$ cat src/design/tdfa_pkg.sv
// ----------------------------------------------------------------------------
// tdfa_pkg
// Constants and types for the top-down first-fit allocator.
// ----------------------------------------------------------------------------
package tdfa_pkg;

    localparam int MAX_BLOCKS   = 16;
    localparam int IDX_W        = $clog2(MAX_BLOCKS);
    localparam int CNT_W        = $clog2(MAX_BLOCKS + 1);
    localparam int ADDR_W       = 16;
    localparam int HEADER_BYTES = 40;
    localparam int ENTRY_BYTES  = 32;
    localparam int GUARD_BYTES  = 4;
    localparam int OVERHEAD     = HEADER_BYTES + ENTRY_BYTES - 2 * GUARD_BYTES;
    localparam logic [15:0] POOL_RESET = 16'd4096;

    localparam logic [2:0] ST_OK        = 3'd0;
    localparam logic [2:0] ST_TOO_LARGE = 3'd1;
    localparam logic [2:0] ST_NO_SPACE  = 3'd2;
    localparam logic [2:0] ST_FULL      = 3'd3;
    localparam logic [2:0] ST_NOT_FOUND = 3'd4;

    localparam logic OP_ALLOC = 1'b0;
    localparam logic OP_FREE  = 1'b1;

    typedef struct packed {
        logic              swap_en;
        logic              parity;
        logic              load_en;
        logic [IDX_W-1:0]  load_idx;
        logic [15:0]       load_start;
        logic [15:0]       load_size;
    } cell_cmd_t;

endpackage

$ cat src/design/tdfa_cell.sv
// ----------------------------------------------------------------------------
// tdfa_cell
// One table slot: compare-swap with neighbors, gap fit and address match.
// ----------------------------------------------------------------------------
module tdfa_cell
(
    input  logic                        clk,
    input  logic [tdfa_pkg::IDX_W-1:0]  cell_idx,
    input  tdfa_pkg::cell_cmd_t         cmd,
    input  logic [tdfa_pkg::CNT_W-1:0]  count,
    input  logic [16:0]                 actual,
    input  logic [15:0]                 faddr,
    input  logic [15:0]                 above_start,
    input  logic [15:0]                 above_size,
    input  logic [15:0]                 below_start,
    input  logic [15:0]                 below_size,
    output logic [15:0]                 start,
    output logic [15:0]                 size,
    output logic                        fit,
    output logic                        match
);

    logic [15:0] start_reg, start_next;
    logic [15:0] size_reg, size_next;
    logic        in_use;
    logic        below_in_use;
    logic [16:0] low;
    logic [16:0] high;
    logic [15:0] user_addr;

    assign in_use       = {1'b0, cell_idx} < count;
    assign below_in_use = ({1'b0, cell_idx} + tdfa_pkg::CNT_W'(1)) < count;

    always_comb
    begin
        start_next = start_reg;
        size_next  = size_reg;
        if (cmd.swap_en)
        begin
            if (cell_idx[0] == cmd.parity)
            begin
                // upper slot of the pair
                if (below_in_use && (start_reg < below_start))
                begin
                    start_next = below_start;
                    size_next  = below_size;
                end
            end
            else if ((cell_idx != '0) && in_use && (above_start < start_reg))
            begin
                start_next = above_start;
                size_next  = above_size;
            end
        end
        if (cmd.load_en && (cmd.load_idx == cell_idx))
        begin
            start_next = cmd.load_start;
            size_next  = cmd.load_size;
        end
    end

    always_ff @(posedge clk)
    begin
        start_reg <= start_next;
        size_reg  <= size_next;
    end

    assign low       = {1'b0, start_reg} + {1'b0, size_reg};
    assign high      = {1'b0, above_start};
    assign fit       = in_use && (low <= high) && ((high - low) >= actual);
    assign user_addr = start_reg + 16'(tdfa_pkg::GUARD_BYTES);
    assign match     = in_use && (user_addr == faddr);
    assign start     = start_reg;
    assign size      = size_reg;

endmodule

$ cat config.mk
export PLATFORM = sky130hd
export DESIGN_NAME = tdfa_cell
export DESIGN_NICKNAME = d
export VERILOG_FILES = /design/src/design/tdfa_pkg.sv /design/src/design/tdfa_cell.sv
export SDC_FILE = /design/constraint.sdc
export NUM_CORES = 1
export LEC_CHECK = 0
export BUFFER_PORTS_ARGS = -buffer_cell sky130_fd_sc_hd__buf_4
export CORE_MARGIN = 1.5
export CORE_UTILIZATION = 57
export CTS_BUF_LIST = sky130_fd_sc_hd__clkbuf_8
export CTS_CLUSTER_DIAMETER = 60
export CTS_CLUSTER_SIZE = 25
export DETAILED_ROUTE_END_ITERATION = 10
export PLACE_DENSITY = 0.9
export SETUP_SLACK_MARGIN = 0.15
export SYNTH_ARGS = -nofsm -noshare
export SYNTH_HDL_FRONTEND = slang
export SYNTH_SLANG_ARGS = --single-unit
export TNS_END_PERCENT = 50
$ cat constraint.sdc
create_clock -name clk -period 10.31 [get_ports clk]
set_input_delay 1.5465 -clock clk [delete_from_list [all_inputs] [get_ports clk]]
set_output_delay 1.5465 -clock clk [all_outputs]
set_load 0.05 [all_outputs]
**Word-level counts from Yosys, hierarchy flattened**

Index checks and enable logic that the tools add are counted.

- Register bits: 32
- Latch bits: 0
- Bits in writable memories: 0
- ROM bits: 0
- Input bits: 146
- Output and inout port bits: 34
- Logic and storage cells: 37
- Memories kept: 0

- Add/sub/neg operators: 4
- $mul: 0
- Div/mod/pow operators: 0
- Order comparisons: 6
- Equal/unequal tests: 4
- Shift operators: 0
- Multiplexer cells: 10
- Bitwise logic cells: 0
- Reductions and logical operators: 11

Operators with widths:

| cell | number |
|---|---|
| $mux 16 | 10 |
| $lt 16x16->1 | 2 |
| $add 16x16->17 | 1 |
| $ge 17x17->1 | 1 |
| $le 17x16->1 | 1 |
| $sub 16x17->17 | 1 |
| $add 16x3->16 const B | 1 |
| $eq 16x16->1 | 1 |
| $logic_and 1x1->1 | 7 |
| $add 4x1->5 const B | 1 |
| $lt 4x5->1 | 1 |
| $lt 5x5->1 | 1 |
| $eq 4x4->1 | 1 |
| $reduce_bool 4->1 | 1 |
| $ne 3x1->1 const B | 1 |
| $reduce_and 3->1 | 1 |
| $reduce_bool 3->1 | 1 |
| $reduce_bool 2->1 | 1 |
| $eq 1x1->1 | 1 |

**Longest topological paths before layout**

Gate-level depths: netlist of run 1.

- Depth after elaboration: 7
- Gate-level depth with buffers: 22

**Worst setup path before layout of run 1**

No wires, ideal clock.

- Kind: reg-to-output
- Start: reg start_reg[1], in the netlist start[1]
- End: out fit
- Arrival: 5,331 ps
- Data required time: 8,764 ps
- Slack: 3,433 ps
- Cell stages (with the launch flop): 18
- Buffers on the path: 0
- Path through: edfxtp_1 > ha_1 > a211oi_1 > o21ai_0 > a21oi_1 > o41ai_2 > a2111oi_0 > nor3b_1 > ha_1 > a21oi_1 > nor2_1 > a211oi_1 > o21ai_0 > xor2_1 > ha_1 > nand4_1 > o31a_1 > a211oi_1

- Word-level cells in the longest chain between the ends: 4
- Elaborated cells on any way between the ends: 6

RTL lines:

| item | line | source |
|---|---|---|
| start, declared | tdfa_cell.sv:23 | `logic [15:0] start_reg, start_next;` |
| start signal, assigned | tdfa_cell.sv:64 | `start_reg <= start_next;` |
| $add 16x16->17 * | tdfa_cell.sv:68 | `assign low = {1'b0, start_reg} + {1'b0, size_reg};` |
| $sub 16x17->17 or $le 17x16->1 (tied branches) | tdfa_cell.sv:70 | `assign fit = in_use && (low <= high) && ((high - low) >= actual);` |
| $ge 17x17->1 or $logic_and 1x1->1 (tied branches) | tdfa_cell.sv:70 |  |
| $logic_and 1x1->1 * | tdfa_cell.sv:70 |  |
| end, declared | tdfa_cell.sv:19 | `output logic fit,` |

Mark *: on every way between the ends. The rest lies on a longest branch, timed or not.

**Worst setup path in the final report of run 1**

Same ends and word-level chain as after synthesis.

==> out/results.tsv, run 1 <==
stage	metric	value	unit
status	status	complete, no violations	
finish	Final Cell Area	0.00660	sq mm
timing	Setup Viol. Count Final	0	
floorplanning	# rows	34	
pwr	Reg power frac	18.0	%
clock_network	postcts setup bufs	0	
finish	filler instances	622	
floorplanning	Die Y	96.9	um
floorplanning	die area	0.00939	sq mm
setup_path	CP top delay family	compound AO/OA/AOI/OAI gates	
finish	Final Util	76.4	%
drt	WL final	16.0	mm
clock_network	post-CTS sizing	0	
hold_path	HP Class	input pin to flip-flop	
floorplanning	Starting Density	58.2	%
synthesis	Mapped Area	0.00502	sq mm
synthesis	largest family of logic cells by synthesized area	adder cells	
synthesis	number of distinct library cells after synthesis	55	
setup_path	critical path arrival	5.34	ns
drt	Via density	6.11	
clock_network	CTS tree	yes	
pwr	Internal	570	uW
drt	met1 wire length	5.98	mm
setup_path	WP data required	8.76	ns
synthesis	Syn. warnings	0	
global_routing	first-pass GRT wire length	25.1	mm
timing	Worst Tran Pin Value	0.719	ns
floorplanning	Die W	96.9	um
synthesis	top cells by count, synth	89 x ha_1, 76 x a21oi_1, 66 x inv_1	
timing	Final TNS setup	0	ns
clock_network	clock tree buffer depth	2	
finish	multi-input logic area	0.00378	sq mm
drt	Top Layer Used	met4	
drt	DRC Markers	0	
synthesis	async set-reset flop share out of synthesis	0	%
clock_network	# hold bufs at CTS	0	
finish	Layout Nets	1021	
timing	post-layout min period	6.89	ns
synthesis	Cells after Synth	606	
global_routing	total grt overflow	0	
synthesis	mux cell area share after synthesis	5.98	%
setup_path	critical path's slowest cell	edfxtp_1	
synthesis	Post-synth EDFFs	32	
synthesis	compound-cell area share of the yosys netlist	21.2	%
timing	Final Hold Fails	0	
timing	final cycle utilization of the critical path	66.8	%
synthesis	most frequent cell after synthesis	ha_1	
setup_path	Cell Chain, Critical Path	ha_1 > a211oi_1 > o21ai_0 > a21oi_1 > o41ai_2 > a2111oi_0 > nor3b_1 > ha_1 > a21oi_1 > nor2_1 > a211oi_1 > o21ai_0 > xor2_1 > ha_1 > nand2_1 > nor2_1 > a2111oi_0 > o31a_1 > a211oi_1 > buf_4	
clock_network	cts bufs inserted	5	
pwr	Comb pwr share	70.5	%
placed_design	Placer Congestion	1.01	
synthesis	Post-Synthesis Net Count	843	
global_routing	vias in the first global route	5454	
global_routing	largest net degree at the start of global routing	66	
setup_path	critical path peak fanout	6	
timing	Fin Hold WS	1.57	ns
drt	detailed-route via count	5459	
global_routing	Tot GR Track Use	32.9	%
floorplanning	core box area	0.00864	sq mm
pwr	power density over the cells	166	mW/mm^2
placed_design	DP Area	0.00649	sq mm
clock_network	number of clock sinks	32	
finish	ant diodes	0	
finish	register area	961	sq um
synthesis	part of the Yosys area used for sequential elements	19.1	%
pwr	Psw	527	uW
synthesis	leading area contributor after synthesis	ha_1	
pwr	clock share of power	11.6	%
setup_path	WP buf/inv	1	
floorplanning	I/O pins	180	
timing	RSZ-0062 raised after global routing	no	
synthesis	Yosys reg bits	32	
synthesis	post-synth top area share	22.2	%
setup_path	WS Path Type	flip-flop to output pin	
placed_design	IO Port Bufs	179	
finish	layout cell share with drive strength beyond 1	25.4	%
clock_network	CTS root buffer	clkbuf_8	
timing	final setup skew	0.00961	ns
pwr	Sw Share	48.0	%
drt	DRT iter0 DRCs	299	
timing	Fmax	145	MHz
drt	WL met3	1.32	mm
flow_run	MaxCap Viol Count	0	
clock_network	worst skew pair latency	0.30	ns
setup_path	CP max stage delay	0.49	ns
setup_path	CP endpoint kind	output pin	
synthesis	adder-cell share of the synthesized area	23.0	%
drt	Pre-Repair DR Iteration Count	5	
placed_design	Post-DP HPWL	13.1	mm
clock_network	# H-tree levels	2	
synthesis	Synth Area in Simple Gates	16.5	%
timing	final max-slew violation count	0	
synthesis	synth top area cells	ha_1 22%, edfxtp_1 19%, a21oi_1 7.6%	
setup_path	critical path startpoint category	flip-flop	
drt	metal2 WL	8.01	mm
finish	area grow syn2layout	31.4	%
drt	wire length per cell	17.9	um
synthesis	dominant synthesized flop cell	edfxtp_1	
drt	antenna viol nets, final	0	
synthesis	xor/xnor share of the synthesized area	8.34	%
synthesis	Avg Inst Size Synth	8.29	sq um
timing	Slew headroom	51.6	%
pwr	Peak VDD IR	0.0000729	V
clock_network	CTS clock-pin slew for the worst setup and hold paths	0.08	ns
pwr	P_leak	3.30	nW
global_routing	antenna violations before repair	0	
[worst register-to-register path: cells and delay by family, from the launching register on]
| kind | cells | cell delay [ns] |
|---|---|---|
| compound gates | 5 | 1.54 |
| fa+ha+maj | 1 | 0.35 |
| buf+inv | 1 | 0.44 |
| flops | 1 | 0.49 |
[worst paths after layout]
check / start / endpoint / slack, ns / cells after the start
max reg2reg: start[1] / start[1] / 7.12 / 7
max: start[1] / fit / 3.42 / 20
min: cmd[31] / start[15] / 1.57 / 3
min reg2reg: start[13] / size[1] / 1.69 / 6
[per-layer routing]
metal | vias up | GRT usage (%)
li1 | 2580 | -
met1 | 2524 | 36.1
met2 | 282 | 60.6
met3 | 73 | 7.44
met4 | 0 | 13.9
met5 | - | 0
[power groups by stage]
| stage | sequential [mW] | clock, mW | combinational (mW) |
|---|---|---|---|
| finish | 0.197 | 0.127 | 0.773 |
| global route | 0.198 | 0.131 | 0.845 |
| CTS | 0.196 | 0.125 | 0.765 |
| detailed placement | 0.199 | 0 | 0.759 |
| global placement | 0.198 | 0 | 0.716 |
| floorplan | 0.243 | 0 | 0.502 |
[stage by stage]
stage | cells | power [mW] | setup WS (ns)
after global placement | 885 | 0.913 | 4.15
after detailed placement | 885 | 0.957 | 3.80
after CTS | 893 | 1.09 | 3.50
after global routing | 893 | 1.17 | 3.04
final | 893 | 1.10 | 3.42
after floorplan | 606 | 0.745 | 3.43
[cell usage in the layout, fill, tap and decap left out, drive strengths merged, types with 7 or more instances in the layout]
cell	Yosys	routed
nand2	27	27
nand4	11	11
o21ai	28	28
a21o	13	13
edfxtp	32	32
inv	66	67
nand3	19	19
buf	9	182
ha	89	89
nor4	9	9
xor2	22	22
nor3	7	7
o21a	9	9
xnor2	25	25
nor2	55	55
a211oi	10	10
a21oi	76	76
mux2i	30	30
[area by class of cell]
cell class | count | share of cell area [%]
repair buffers | 182 | 20.7
multi-input cells | 497 | 57.3
well taps | 108 | 2.05
clock buffers | 5 | 1.04
inverters | 66 | 3.75
clock inverters | 3 | 0.588
flip-flops and latches | 32 | 14.6
[kinds of logic (layout without fill, tap and decap cells)]
kind of cell / count (synthesis) / after routing
DFF: 32 / 32
AOI/OAI and AO/OA: 173 / 173
and+or+nand+nor: 156 / 156
buffers and inverters: 77 / 256
muxes: 30 / 30
adders and majority gates: 91 / 91
xor gates and xnor gates: 47 / 47
No activity file was read; power rests on OpenSTA's default activity.
==> run 2, diff against run 1 <==
--- a/config.mk
+++ b/config.mk
@@ -5,14 +5,15 @@
 export SDC_FILE = /design/constraint.sdc
 export NUM_CORES = 1
 export LEC_CHECK = 0
+export ABC_AREA = 1
 export BUFFER_PORTS_ARGS = -buffer_cell sky130_fd_sc_hd__buf_4
 export CORE_MARGIN = 1.5
-export CORE_UTILIZATION = 57
+export CORE_UTILIZATION = 48
 export CTS_BUF_LIST = sky130_fd_sc_hd__clkbuf_8
 export CTS_CLUSTER_DIAMETER = 60
 export CTS_CLUSTER_SIZE = 25
 export DETAILED_ROUTE_END_ITERATION = 10
-export PLACE_DENSITY = 0.9
+export PLACE_DENSITY = 0.8
 export SETUP_SLACK_MARGIN = 0.15
 export SYNTH_ARGS = -nofsm -noshare
 export SYNTH_HDL_FRONTEND = slang
==> constraint.sdc (replaced) <==
create_clock -name clk -period 5.85 [get_ports clk]
set_input_delay 0.8775 -clock clk [delete_from_list [all_inputs] [get_ports clk]]
set_output_delay 0.8775 -clock clk [all_outputs]
set_load 0.05 [all_outputs]
==> out/results.tsv, run 2 <==
stage	metric	value	unit	change
hold_path	WHS Path Cells	3		unchanged
setup_path	CP max stage delay	0.51	ns	was 0.49 ns
clock_network	# H-tree levels	2		unchanged
setup_path	r2r startpoint	start[6]		was start[1]
finish	area grow syn2layout	31.2	%	was 31.4%
setup_path	reg-to-reg setup timing slack	3.35	ns	was 7.12 ns
synthesis	Syn. warnings	0		unchanged
timing	Setup Viol. Count Final	0		unchanged
global_routing	largest net degree at the start of global routing	66		unchanged
drt	DRT iter0 DRCs	373		was 299
setup_path	WP data required	4.97	ns	was 8.76 ns
synthesis	post-synth top area share	20.9	%	was 22.2%
placed_design	DP Area	0.00675	sq mm	was 0.00649 sq mm
drt	wire length per cell	14.2	um	was 17.9 um
drt	detailed-route via count	5830		was 5,459
hold_path	Worst Hold Launch	cmd[10]		was cmd[31]
setup_path	critical path startpoint category	flip-flop		unchanged
finish	Final Util	64.5	%	was 76.4%
setup_path	reg2reg end	size[0]		was start[1]
timing	Fin Hold WS	0.911	ns	was 1.57 ns
finish	Layout Nets	1222		was 1,021
clock_network	worst skew pair latency	0.29	ns	was 0.30 ns
placed_design	IO Port Bufs	179		unchanged
timing	RSZ-0062 raised after global routing	no		unchanged
synthesis	most frequent cell after synthesis	nand2_1		was ha_1
clock_network	CTS clock-pin slew for the worst setup and hold paths	0.07	ns	was 0.08 ns
finish	commonest non-fill, non-tap cell in the layout	buf_4		unchanged
timing	final max-slew violation count	0		unchanged
pwr	power density over the cells	271	mW/mm^2	was 166 mW/mm^2
flow_run	MaxCap Viol Count	0		unchanged
finish	ant diodes	0		unchanged
synthesis	Cells after Synth	800		was 606
global_routing	GR Util met1	33.9	%	was 36.1%
drt	Pre-Repair DR Iteration Count	6		was 5
drt	DRC Markers	0		unchanged
global_routing	antenna violations before repair	0		unchanged
clock_network	CTS tree	yes		unchanged
floorplanning	die area	0.0117	sq mm	was 0.00939 sq mm
global_routing	Tot GR Track Use	27.1	%	was 32.9%
setup_path	WP buf/inv	1		unchanged
floorplanning	# rows	38		was 34
hold_path	Hold EP	size[10]		was start[15]
setup_path	critical path peak fanout	8		was 6
placed_design	Post-DP HPWL	13.2	mm	was 13.1 mm
finish	most frequent cells in the layout	190 x buf_4, 181 x nand2_1, 123 x inv_1, 87 x ha_1, 83 x a21oi_1		was 182 x buf_4, 89 x ha_1, 76 x a21oi_1, 67 x inv_1, 55 x nor2_1
clock_network	cts bufs inserted	5		unchanged
timing	Final Hold Fails	0		unchanged
finish	Finished Layout Cells	1126		was 893
floorplanning	Starting Density	49.2	%	was 58.2%
global_routing	GR peak layer	met2		unchanged
synthesis	Yosys reg bits	32		unchanged
floorplanning	Die W	108	um	was 96.9 um
synthesis	part of the Yosys area used for sequential elements	18.0	%	was 19.1%
timing	Final TNS setup	0	ns	unchanged
global_routing	first-pass GRT wire length	24.7	mm	was 25.1 mm
clock_network	number of clock sinks	32		unchanged
clock_network	clock tree buffer depth	2		unchanged
synthesis	leading area contributor after synthesis	ha_1		unchanged
placed_design	placed insts	1107		was 885
finish	layout cell share with drive strength beyond 1	23.0	%	was 25.4%
setup_path	critical path arrival	4.59	ns	was 5.34 ns
floorplanning	I/O pins	180		unchanged
finish	Final Cell Area	0.00700	sq mm	was 0.00660 sq mm
global_routing	met2 Track Usage GR	47.4	%	was 60.6%
timing	final cycle utilization of the critical path	93.5	%	
status	status	complete, no violations		unchanged
setup_path	cell repeated most along the worst path	nand2_1		
synthesis	Mapped Area	0.00533	sq mm	was 0.00502 sq mm
setup_path	R2R depth	13		was 7
global_routing	met3 Use GR	4.88	%	was 7.44%
timing	Fmax	183	MHz	
global_routing	total grt overflow	0		unchanged
floorplanning	Die Y	108	um	was 96.9 um
timing	Slew headroom	25.6	%	was 51.6%
timing	post-layout min period	5.47	ns	
placed_design	Placer Congestion	0.938		was 1.01
timing	Worst Tran Pin Value	1.11	ns	was 0.719 ns
setup_path	CP endpoint kind	output pin		unchanged
synthesis	Post-synth EDFFs	32		unchanged
drt	antenna viol nets, final	0		unchanged
synthesis	top cells by count, synth	183 x nand2_1, 123 x inv_1, 89 x ha_1		was 89 x ha_1, 76 x a21oi_1, 66 x inv_1
setup_path	critical path's slowest cell	edfxtp_1		unchanged
setup_path	CP top delay family	simple AND/OR/NAND/NOR gates		was compound AO/OA/AOI/OAI gates
synthesis	Avg Inst Size Synth	6.66	sq um	was 8.29 sq um
synthesis	async set-reset flop share out of synthesis	0	%	unchanged
drt	Via density	5.18		was 6.11
drt	WL final	16.0	mm	about the same
synthesis	Post-Synthesis Net Count	1037		was 843
timing	final setup skew	0.00765	ns	was 0.00961 ns
hold_path	HP Class	input pin to flip-flop		unchanged
synthesis	number of distinct library cells after synthesis	37		was 55
floorplanning	core box area	0.0108	sq mm	was 0.00864 sq mm
clock_network	CTS root buffer	clkbuf_8		unchanged
pwr	P_leak	3.77	nW	was 3.30 nW
setup_path	WS Path Type	flip-flop to output pin		unchanged
global_routing	vias in the first global route	5423		was 5,454
synthesis	synth top area cells	ha_1 21%, edfxtp_1 18%, nand2_1 13%		was ha_1 22%, edfxtp_1 19%, a21oi_1 7.6%
pwr	Peak VDD IR	0.000196	V	was 0.0000729 V
synthesis	dominant synthesized flop cell	edfxtp_1		unchanged
==> run 2: cell type report <==
class,instances,area [sq um]
Multi-Input combinational cell,631,3850
Fill cell,1032,3840
Timing Repair Buffer,191,1440
Sequential cell,32,961
Inverter,124,465
Tap cell,140,175
Clock buffer,5,68.8
Clock inverter,3,38.8
==> run 2: report_power, final <==
part           switching, mW  internal, mW  leakage (nW)
registers             0.0373         0.292         0.298
clock network         0.0877         0.125        0.0593
logic                  0.807         0.549          3.41
total                  0.932         0.966          3.77
==> run 2: metal layers <==
metal	wire length, um	share of wire (%)
met1	6640	42
met5	0	0
met2	7590	47
met4	350	2.2
met3	1420	8.8
==> run 2: what timing repair did <==
action                     in CTS  in global routing
buffers inserted                0                 11
setup endpoints to repair       0                  1
hold buffers                    0                  0
gates resized for setup         0                 12
==> run 2: per-stage QoR <==
step	setup slack [ns]	power, mW
3_3_place_gp	0.771	1.61
3_5_place_dp	0.571	1.63
6_report	0.381	1.90
2_1_floorplan	0.266	1.28
5_1_grt	0.0748	2.08
4_1_cts	0.255	1.85
==> run 2: kinds of logic (layout without fill, tap and decap cells) <==
kind of cell / count (synthesis) / count (layout) / synth area share, %
AO/OA/AOI/OAI: 156 / 156 / 15.5
XOR/XNOR: 42 / 42 / 6.90
adder cells (fa/ha/maj): 91 / 91 / 21.6
buffers and inverters: 137 / 323 / 10.7
flip-flops: 32 / 32 / 18.0
AND/OR/NAND/NOR: 342 / 342 / 27.2
==> run 2: worst max path at each step <==
| stage | start | end | depth (start not counted) |
|---|---|---|---|
| 2_1_floorplan | start[0] | fit | 28 |
| 3_3_place_gp | start[0] | fit | 29 |
| 3_5_place_dp | start[0] | fit | 29 |
| 4_1_cts | start[0] | fit | 29 |
| 5_1_grt | start[0] | fit | 29 |
| 6_report | start[7] | fit | 25 |
==> run 2: worst min-delay path, cell delays in order <==
cell	delay, ns
buf_4	0.08
nor2_1	0.03
a21oi_1	0.10
